`src/rtl/mafp_pkg.sv`:
```
// Package with the types, character codes and limits of the meter answer frame parser.
package mafp_pkg;

	localparam int unsigned IDENT_MAX = 16;
	localparam int unsigned MAN_BYTES = 3;

	localparam logic [7:0] CH_SOH   = 8'h01;
	localparam logic [7:0] CH_STX   = 8'h02;
	localparam logic [7:0] CH_ETX   = 8'h03;
	localparam logic [7:0] CH_LF    = 8'h0A;
	localparam logic [7:0] CH_CR    = 8'h0D;
	localparam logic [7:0] CH_SLASH = 8'h2F;
	localparam logic [7:0] CH_P     = 8'h50;
	localparam logic [7:0] CH_ZERO  = 8'h30;
	localparam logic [7:0] CH_LPAR  = 8'h28;
	localparam logic [7:0] CH_RPAR  = 8'h29;

	localparam logic [1:0] KIND_IDENT   = 2'd0;
	localparam logic [1:0] KIND_ADDRESS = 2'd1;
	localparam logic [1:0] KIND_DATA    = 2'd2;

	localparam logic [1:0] KIND_RESET  = KIND_DATA;
	localparam logic [7:0] LIMIT_RESET = 8'd32;

	localparam logic [0:0] REG_KIND  = 1'b0;
	localparam logic [0:0] REG_LIMIT = 1'b1;

	localparam logic [1:0] TAG_MAN   = 2'd0;
	localparam logic [1:0] TAG_BAUD  = 2'd1;
	localparam logic [1:0] TAG_IDENT = 2'd2;
	localparam logic [1:0] TAG_VALUE = 2'd3;

	localparam logic [2:0] ERR_NONE       = 3'd0;
	localparam logic [2:0] ERR_HEADER     = 3'd1;
	localparam logic [2:0] ERR_TOO_LONG   = 3'd2;
	localparam logic [2:0] ERR_TERMINATOR = 3'd3;
	localparam logic [2:0] ERR_CHECK      = 3'd4;

	typedef enum logic [12:0] {
		PH_IDLE     = 13'b0000000000001,
		PH_ID_MAN   = 13'b0000000000010,
		PH_ID_BAUD  = 13'b0000000000100,
		PH_ID_IDENT = 13'b0000000001000,
		PH_ID_LF    = 13'b0000000010000,
		PH_AD_P     = 13'b0000000100000,
		PH_AD_0     = 13'b0000001000000,
		PH_AD_STX   = 13'b0000010000000,
		PH_AD_LPAR  = 13'b0000100000000,
		PH_AD_PAY   = 13'b0001000000000,
		PH_AD_ETX   = 13'b0010000000000,
		PH_BCC      = 13'b0100000000000,
		PH_DA_PAY   = 13'b1000000000000
	} phase_t;

	typedef struct packed {
		logic       data_valid;
		logic [7:0] data_byte;
		logic [1:0] data_tag;
		logic       frame_done;
		logic       frame_ok;
		logic [2:0] error_code;
	} result_t;

endpackage

```
`src/rtl/meter_answer_frame_parser_top.sv`:
```
// Meter answer frame parser: byte stream in, tagged payload and frame status out.
//
// Channel   Direction  Request moves                    Notes
// s_axis    in         one received byte                tdata[7:0] rx_byte
// m_axis    out        one result per received byte     tlast frame_done, tuser tag/valid
// apb       in         register write or read           0x0 message_kind, 0x4 payload_limit
//
// Each byte passes an input register, then the phase update and 7-bit check add, then the
// result register, sustaining one byte per cycle while m_axis does not stall.
// The phase register, byte count and running check are the only loop; they update only on a load.
// Reset clears the phase to idle and the registers to kind 2 and limit 32.
// A stall on m_axis holds the result register; the input register still fills behind it.
module meter_answer_frame_parser_top (
	input  logic        clk,
	input  logic        arst_n,
	input  logic        s_axis_tvalid,
	output logic        s_axis_tready,
	input  logic [7:0]  s_axis_tdata,   // [7:0] rx_byte
	output logic        m_axis_tvalid,
	input  logic        m_axis_tready,
	output logic [15:0] m_axis_tdata,   // [7:0] data_byte, [8] frame_ok, [11:9] error_code, zeros
	output logic [2:0]  m_axis_tuser,   // [0] data_valid, [2:1] data_tag
	output logic        m_axis_tlast,   // frame_done
	input  logic        psel,
	input  logic        penable,
	input  logic        pwrite,
	input  logic [2:0]  paddr,
	input  logic [31:0] pwdata,
	output logic [31:0] prdata,
	output logic        pready
);

	logic [1:0]           kind_q;
	logic [7:0]           limit_q;
	logic                 valid_s1;
	logic [7:0]           byte_s1;
	logic                 valid_s2;
	mafp_pkg::result_t    res_s2;
	mafp_pkg::result_t    res_d;
	mafp_pkg::phase_t     phase_q;
	mafp_pkg::phase_t     phase_d;
	logic [7:0]           count_q;
	logic [7:0]           count_d;
	logic [6:0]           check_q;
	logic [6:0]           check_d;
	logic                 advance;
	logic                 load;
	logic                 cfg_write;
	logic [7:0]           want;
	logic                 fixed_ok;

	assign pready    = 1'b1;
	assign cfg_write = psel && penable && pwrite && pready;

	always_ff @(posedge clk or negedge arst_n) begin
		if (!arst_n) begin
			kind_q  <= mafp_pkg::KIND_RESET;
			limit_q <= mafp_pkg::LIMIT_RESET;
		end else if (cfg_write) begin
			if (paddr[2] == mafp_pkg::REG_KIND) begin
				kind_q <= pwdata[1:0];
			end else begin
				limit_q <= pwdata[7:0];
			end
		end
	end

	always_comb begin
		if (paddr[2] == mafp_pkg::REG_KIND) begin
			prdata = {30'd0, kind_q};
		end else begin
			prdata = {24'd0, limit_q};
		end
	end

	assign advance       = !valid_s2 || m_axis_tready;
	assign load          = valid_s1 && advance;
	assign s_axis_tready = !valid_s1 || advance;

	always_ff @(posedge clk or negedge arst_n) begin
		if (!arst_n) begin
			valid_s1 <= 1'b0;
		end else if (s_axis_tready) begin
			valid_s1 <= s_axis_tvalid;
		end
	end

	always_ff @(posedge clk) begin
		if (s_axis_tready && s_axis_tvalid) begin
			byte_s1 <= s_axis_tdata;
		end
	end

	always_comb begin
		case (phase_q)
			mafp_pkg::PH_AD_P:    want = mafp_pkg::CH_P;
			mafp_pkg::PH_AD_0:    want = mafp_pkg::CH_ZERO;
			mafp_pkg::PH_AD_STX:  want = mafp_pkg::CH_STX;
			default:              want = mafp_pkg::CH_LPAR;
		endcase
		fixed_ok = (byte_s1 == want);
	end

	always_comb begin
		phase_d = phase_q;
		count_d = count_q;
		check_d = check_q;
		res_d   = '0;
		case (phase_q)
			mafp_pkg::PH_IDLE: begin
				check_d = '0;
				count_d = '0;
				case (kind_q)
					mafp_pkg::KIND_IDENT: begin
						if (byte_s1 == mafp_pkg::CH_SLASH) phase_d = mafp_pkg::PH_ID_MAN;
						else res_d.error_code = mafp_pkg::ERR_HEADER;
					end
					mafp_pkg::KIND_ADDRESS: begin
						if (byte_s1 == mafp_pkg::CH_SOH) phase_d = mafp_pkg::PH_AD_P;
						else res_d.error_code = mafp_pkg::ERR_HEADER;
					end
					default: begin
						if (byte_s1 == mafp_pkg::CH_STX) phase_d = mafp_pkg::PH_DA_PAY;
						else res_d.error_code = mafp_pkg::ERR_HEADER;
					end
				endcase
			end
			mafp_pkg::PH_ID_MAN: begin
				res_d.data_valid = 1'b1;
				res_d.data_byte  = byte_s1;
				res_d.data_tag   = mafp_pkg::TAG_MAN;
				if (count_q + 8'd1 >= 8'(mafp_pkg::MAN_BYTES)) begin
					count_d = '0;
					phase_d = mafp_pkg::PH_ID_BAUD;
				end else begin
					count_d = count_q + 8'd1;
				end
			end
			mafp_pkg::PH_ID_BAUD: begin
				res_d.data_valid = 1'b1;
				res_d.data_byte  = byte_s1;
				res_d.data_tag   = mafp_pkg::TAG_BAUD;
				count_d          = '0;
				phase_d          = mafp_pkg::PH_ID_IDENT;
			end
			mafp_pkg::PH_ID_IDENT: begin
				if (byte_s1 == mafp_pkg::CH_CR) begin
					phase_d = mafp_pkg::PH_ID_LF;
				end else if (count_q >= 8'(mafp_pkg::IDENT_MAX)) begin
					res_d.error_code = mafp_pkg::ERR_TERMINATOR;
				end else begin
					res_d.data_valid = 1'b1;
					res_d.data_byte  = byte_s1;
					res_d.data_tag   = mafp_pkg::TAG_IDENT;
					count_d          = count_q + 8'd1;
				end
			end
			mafp_pkg::PH_ID_LF: begin
				res_d.frame_done = 1'b1;
				if (byte_s1 == mafp_pkg::CH_LF) res_d.frame_ok = 1'b1;
				else res_d.error_code = mafp_pkg::ERR_TERMINATOR;
			end
			mafp_pkg::PH_AD_P, mafp_pkg::PH_AD_0, mafp_pkg::PH_AD_STX,
			mafp_pkg::PH_AD_LPAR: begin
				if (!fixed_ok) begin
					res_d.error_code = mafp_pkg::ERR_HEADER;
				end else begin
					check_d = check_q + byte_s1[6:0];
					case (phase_q)
						mafp_pkg::PH_AD_P:   phase_d = mafp_pkg::PH_AD_0;
						mafp_pkg::PH_AD_0:   phase_d = mafp_pkg::PH_AD_STX;
						mafp_pkg::PH_AD_STX: phase_d = mafp_pkg::PH_AD_LPAR;
						default:             phase_d = mafp_pkg::PH_AD_PAY;
					endcase
				end
			end
			mafp_pkg::PH_AD_PAY, mafp_pkg::PH_DA_PAY: begin
				if ((phase_q == mafp_pkg::PH_AD_PAY && byte_s1 == mafp_pkg::CH_RPAR) ||
				    (phase_q == mafp_pkg::PH_DA_PAY && byte_s1 == mafp_pkg::CH_ETX)) begin
					check_d = check_q + byte_s1[6:0];
					phase_d = (phase_q == mafp_pkg::PH_AD_PAY) ? mafp_pkg::PH_AD_ETX
					                                            : mafp_pkg::PH_BCC;
				end else if (count_q >= limit_q) begin
					res_d.error_code = mafp_pkg::ERR_TOO_LONG;
				end else begin
					check_d          = check_q + byte_s1[6:0];
					res_d.data_valid = 1'b1;
					res_d.data_byte  = byte_s1;
					res_d.data_tag   = mafp_pkg::TAG_VALUE;
					count_d          = count_q + 8'd1;
				end
			end
			mafp_pkg::PH_AD_ETX: begin
				if (byte_s1 == mafp_pkg::CH_ETX) begin
					check_d = check_q + byte_s1[6:0];
					phase_d = mafp_pkg::PH_BCC;
				end else begin
					res_d.error_code = mafp_pkg::ERR_TERMINATOR;
				end
			end
			mafp_pkg::PH_BCC: begin
				res_d.frame_done = 1'b1;
				if (byte_s1 == {1'b0, check_q}) res_d.frame_ok = 1'b1;
				else res_d.error_code = mafp_pkg::ERR_CHECK;
			end
			default: begin
				phase_d          = mafp_pkg::PH_IDLE;
				res_d.error_code = mafp_pkg::ERR_HEADER;
			end
		endcase

		if (res_d.error_code != mafp_pkg::ERR_NONE) begin
			res_d.frame_done = 1'b1;
			res_d.frame_ok   = 1'b0;
		end
		if (res_d.frame_done) begin
			phase_d = mafp_pkg::PH_IDLE;
			count_d = '0;
			check_d = '0;
		end
	end

	always_ff @(posedge clk or negedge arst_n) begin
		if (!arst_n) begin
			phase_q <= mafp_pkg::PH_IDLE;
			count_q <= '0;
			check_q <= '0;
		end else if (load) begin
			phase_q <= phase_d;
			count_q <= count_d;
			check_q <= check_d;
		end
	end

	always_ff @(posedge clk or negedge arst_n) begin
		if (!arst_n) begin
			valid_s2 <= 1'b0;
		end else if (advance) begin
			valid_s2 <= valid_s1;
		end
	end

	always_ff @(posedge clk) begin
		if (load) begin
			res_s2 <= res_d;
		end
	end

	assign m_axis_tvalid = valid_s2;
	assign m_axis_tdata  = {4'd0, res_s2.error_code, res_s2.frame_ok, res_s2.data_byte};
	assign m_axis_tuser  = {res_s2.data_tag, res_s2.data_valid};
	assign m_axis_tlast  = res_s2.frame_done;

	a_ok_ends_frame: assert property (@(posedge clk) disable iff (!arst_n)
		(valid_s2 && res_s2.frame_ok) |-> (res_s2.frame_done &&
		res_s2.error_code == mafp_pkg::ERR_NONE))
		else $error("frame_ok without a clean frame end");

	a_error_ends_frame: assert property (@(posedge clk) disable iff (!arst_n)
		(valid_s2 && res_s2.error_code != mafp_pkg::ERR_NONE) |->
		(res_s2.frame_done && !res_s2.frame_ok && !res_s2.data_valid))
		else $error("error result does not end the frame cleanly");

	a_done_returns_idle: assert property (@(posedge clk) disable iff (!arst_n)
		(load && res_d.frame_done) |=> (phase_q == mafp_pkg::PH_IDLE &&
		count_q == 8'd0 && check_q == 7'd0))
		else $error("parser not idle after a frame end");

	a_stall_holds_state: assert property (@(posedge clk) disable iff (!arst_n)
		(!load) |=> ($stable(phase_q) && $stable(count_q) && $stable(check_q)))
		else $error("parse state moved without a byte being processed");

endmodule
```
`config.mk`:
```
export PLATFORM = sky130hd
export DESIGN_NAME = meter_answer_frame_parser_top
export DESIGN_NICKNAME = d
export VERILOG_FILES = /design/src/rtl/mafp_pkg.sv /design/src/rtl/meter_answer_frame_parser_top.sv
export SDC_FILE = /design/constraint.sdc
export NUM_CORES = 1
export LEC_CHECK = 0
export BUFFER_PORTS_ARGS = -buffer_cell sky130_fd_sc_hd__buf_2
export CORE_ASPECT_RATIO = 0.75
export CORE_UTILIZATION = 55
export CTS_CLUSTER_DIAMETER = 60
export CTS_CLUSTER_SIZE = 20
export DETAILED_ROUTE_END_ITERATION = 10
export PLACE_DENSITY_LB_ADDON = 0.15
export SYNTH_ARGS = -nofsm -noshare
export SYNTH_HDL_FRONTEND = slang
export SYNTH_SLANG_ARGS = --single-unit
```
`constraint.sdc`:
```
create_clock -name clk -period 3.3 [get_ports clk]
set_input_delay 0.165 -clock clk [delete_from_list [all_inputs] [get_ports clk]]
set_output_delay 0.165 -clock clk [all_outputs]
set_load 0.005 [all_outputs]
```
* Word level (Yosys, flattened, before mapping)
Index checks and enable logic that the tools add are counted.
Storage, ports and cells: register bits after elaboration 64, input bits 50, word-level logic and storage cells 132
Operators by class: add/sub/neg operators 2, bitwise logic cells 1, multiplexer cells 50, reductions and logical operators 25, equal/unequal tests 37, magnitude comparators 3
Operators with widths (number):
- 13-bit 2-to-1 mux | 9
- 13-bit case mux with 8 select lines | 1
- 8-bit 2-to-1 mux | 7
- 11-bit 2-to-1 mux | 4
- 11-bit case mux with 4 select lines | 1
- 7-bit 2-to-1 mux | 5
- 8-bit case mux with 4 select lines | 1
- 10-bit case mux with 3 select lines | 1
- 7-bit case mux with 4 select lines | 1
- 3-bit != test, second input constant | 9
- 13-bit case mux with 2 select lines | 1
- 3-bit case mux with 8 select lines | 1
- 7-bit case mux with 3 select lines | 1
- 8-bit by 2-bit equality test with 1-bit output, second input constant | 2
- 8-bit by 4-bit equality test with 1-bit output, second input constant | 2
- 8-bit by 6-bit equality test with 1-bit output, second input constant | 2
- 2-bit 2-to-1 mux | 7
- 13-bit by 1-bit equality test with 1-bit output, second input constant | 1
- 13-bit by 10-bit equality test with 1-bit output, second input constant | 1
- 13-bit by 11-bit equality test with 1-bit output, second input constant | 1
- 13-bit by 12-bit equality test with 1-bit output, second input constant | 1
- 13-bit equality test, second input constant | 1
- 13-bit by 2-bit equality test with 1-bit output, second input constant | 1
- 13-bit by 3-bit equality test with 1-bit output, second input constant | 1
- other kinds (36) | 56

* Logic depth before layout (Yosys ltp)
depth in word-level cells 9, mapped depth 10, gate-level depth less buffers 9

* Worst setup path before layout
No wires, ideal clock.
path type flip-flop to flip-flop, start point reg phase_q[1], end point reg phase_q[7], path slack 0.570 ns, cell stages (with the launch flop) 9, period minus slack after synthesis 2.730 ns, arrival 2.634 ns, data required time 3.204 ns, path buffers 1, path through dfrtp_1 -> buf_6 -> nor4_4 -> nand3_2 -> or3_1 -> o311a_1 -> nor4_4 -> nand2_2 -> o31ai_1
RTL lines:
- from (decl) | line meter_answer_frame_parser_top.sv:40 | mafp_pkg::phase_t phase_q;
- from (signal assigned) | line meter_answer_frame_parser_top.sv:225 | phase_q <= mafp_pkg::PH_IDLE;
- from (signal assigned) | line meter_answer_frame_parser_top.sv:229 | phase_q <= phase_d;

==> out/metrics.yaml <==
finish:
  seq_area_um2: 1730
  antenna_cells: 0
  nets: 583
  layout_commonest_cell: "buf_2"
  fillers: 611
  area_delta_synth_final_pct: 12.1
  multi_input_area_um2: 2380
  layout_common_cells: "buf_2 (49), dfrtp_1 (37), conb_1 (29), nor2_1 (27), nand2_1 (26)"
  layout-drive-gt1-share_pct: 21.7
synthesis:
  synth_seq_area_share_pct: 39.4
  ys_types: 71
  synth_edf_count: 24
  syn_area_um2: 4380
  syn_inst: 456
  syn_area_per_cell_um2: 9.61
  ys_ff_latch: 64
  async_flop_share_pct: 62.5
  yosysWarnings: 0
  synth_flop_cell: "dfrtp_1"
power:
  leakage_nw: 2.19
  fin_total_pwr_w: 0.00318
  pwr_density_cell_nw_per_um2: 647
  peakVddDrop_uv: 328
timing:
  setup_viol: 0
  finClkSkew_ns: 0.00823
  clock.fmax_ghz: 0.326
  finalCritPeriodShare_pct: 92.9
  fin_crit_ns: 3.07
  hold_slack_ns: -0.0279
  hold_violations: 34
  relSlewSlack_pct: 36.2
  setup_ws_ns: 0.234
  fin_tns_setup_ns: 0
  max_slew.worst_pin.slew_ns: 0.957
  drv_slew: 0
  rsz0062_at_grt: "false"
global_route:
  grt_pass1_wl_um: 17000
  grt_util_all_layers_pct: 26.5
  grt_start_max_net_pins: 41
  grt_pass1_vias: 3380
  antenna_found_initial: 0
  gr-total-overflow: 0
drt:
  drtAntennaViolNets: 0
  wl_met1_um: 4950
  top_layer: "met4"
  wl_per_cell_um: 16.8
  wl_um: 10500
  drt_iter0_markers: 431
  via_per_inst: 5.96
  drt-pass1-iter-count: 8
  drc: 0
  dr_wl_met2_um: 4520
  dr_total_vias: 3699
  met3WireLength_um: 852
worst_setup_path:
  cp_slowest_stage_delay_ns: 0.49
  crit_fanout: 8
  cp.arrival_ns: 3.31
  critical_path_class: "flip-flop to flip-flop"
  crit_path_start_kind: "flip-flop"
  path_buf_inv: 1
  crit_chain: "inv_1 -> ha_1 -> nand2b_1 -> a2111oi_1 -> o31a_1 -> o211ai_1 -> nor4_4 -> nand2_2 -> o31ai_1"
  cp-end-kind: "flip-flop"
  required_ns: 3.54
  cp_top_family: "compound AO/OA/AOI/OAI gates"
  crit_slowest_cell: "a2111oi_1"
die:
  boundaryPins: 105
  die_h_um: 79.3
  start_util_pct: 58.2
  dieArea_um2: 8340
  rows: 27
  core_area_um2: 7530
  die_w_um: 105
run_status:
  failed_checks: "hold timing"
  status: "complete, but fails checks"
clock_network:
  clock_latency_ns: 0.34
  clockBufferDepth: 2
  clock-sinks: 64
  ctsHtreeMaxLevel: 3
  numCtsBuffers: 9
  cts_root_buf: "clkbuf_8"
  cts_tree: "built"
  clk_pin_slew_worst_paths_ns: 0.07
placement:
  routabilityCongestion: 0.908
  pre_cts_ws_ns: 0.155
  io_buffers: 49
  place_hpwl_um: 7540
min_path:
  hp-class: "primary input to asynchronous set/reset pin"
run:
  drv_cap: 0
-- worst register-to-register path: stages, from the launching register on --
cell and delay (ns):
dfrtp_1 0.44, inv_1 0.13, ha_1 0.28, nand2b_1 0.14, a2111oi_1 0.49, o31a_1 0.28, o211ai_1 0.18, nor4_4 0.49
nand2_2 0.25, o31ai_1 0.28
-- layer usage --
metal  vias up  track usage [%]
met5         -                0
met2       206             40.3
met4         0             8.73
met1      1720             38.0
li1       1755                -
met3        18             5.01
-- kinds of logic (layout without fill, tap and decap cells) --
logic type	after synthesis	in the layout	synth area share [%]
fa+ha+maj	18	18	5.31
mux	14	14	3.54
simple gates	174	174	23.6
compound gates	102	102	16.6
other cells	2	29	0.171
flops	64	64	39.4
buf+inv	68	105	8.62
xor+xnor	14	14	2.80
-- final cells by class --
cell class / count / share of cell area [%]
multi-input combinational: 351 / 48.5
sequential: 64 / 35.1
timing repair buffer: 70 / 8.50
clock buffer: 12 / 2.95
tap: 101 / 2.57
inverter: 19 / 1.45
clock inverter: 4 / 0.916
-- stage by stage --
step | std cells | instance area, µm² | util (%)
2_1_floorplan | 483 | 4490 | -
3_3_place_gp | 599 | 4660 | 61.9
3_5_place_dp | 599 | 4660 | 61.9
4_1_cts | 621 | 4910 | 65.2
5_1_grt | 621 | 4910 | 65.2
6_report | 621 | 4910 | 65.2
-- cell usage after synthesis, types with 6 or more instances --
cell type / number / area share [%]
ha_1: 17 / 4.9
mux2_2: 12 / 3.1
nand3_1: 16 / 1.8
o2bb2ai_1: 6 / 1.2
nor4b_1: 8 / 1.6
a31oi_1: 6 / 0.86
edfxtp_1: 24 / 16
buf_4: 30 / 5.1
dfrtp_1: 37 / 21
and2_1: 17 / 2.4
nor4_1: 7 / 1.0
o21ai_0: 22 / 2.5
nor3_1: 10 / 1.1
a21oi_1: 10 / 1.1
nand2b_1: 8 / 1.1
nand4_1: 13 / 1.9
inv_1: 19 / 1.6
nor2_1: 27 / 2.3
clkbuf_1: 14 / 1.2
xnor2_1: 8 / 1.6
xor2_1: 6 / 1.2
o211ai_1: 7 / 1.2
o31ai_1: 7 / 1.2
nand2_1: 26 / 2.2
-- final timing paths --
path / to / from / slack, ns / cells after the start
hold / removal: phase_q[11] / arst_n / -0.03 / 1
hold reg to reg: check_q[0] / check_q[0] / 0.50 / 1
max in group asynchronous: check_q[2] / arst_n / 2.72 / 1
setup / recovery: phase_q[7] / count_q[0] / 0.23 / 9
setup reg to reg: phase_q[7] / count_q[0] / 0.23 / 9
min in group clk: byte_s1[2] / s_axis_tdata[2] / 0.01 / 1
-- where the power goes --
group	switching (W)	total, W	internal [W]
registers	0.000155	0.00114	0.000988
logic	0.000807	0.00137	0.000562
clock network	0.000302	0.000669	0.000366
total	0.00126	0.00318	0.00192
-- registers in the layout, indices dropped and copies added (netlist names) --
signal and flops:
count_q 8, limit_q 8, phase_q 13, m_axis_tdata 12
check_q 7, kind_q 2, m_axis_tuser 3, byte_s1 8
m_axis_tvalid 1, m_axis_tlast 1, valid_s1 1
-- repair_timing --
| item | CTS | global route |
|---|---|---|
| hold buffers | 6 | 0 |
| setup buffers | 0 | 0 |
| endpoints found under the hold margin | 6 | 0 |
| gates resized for setup | 0 | 1 |
| endpoints found under the setup margin | 0 | 15 |
Power figures use the tool's default switching activity.
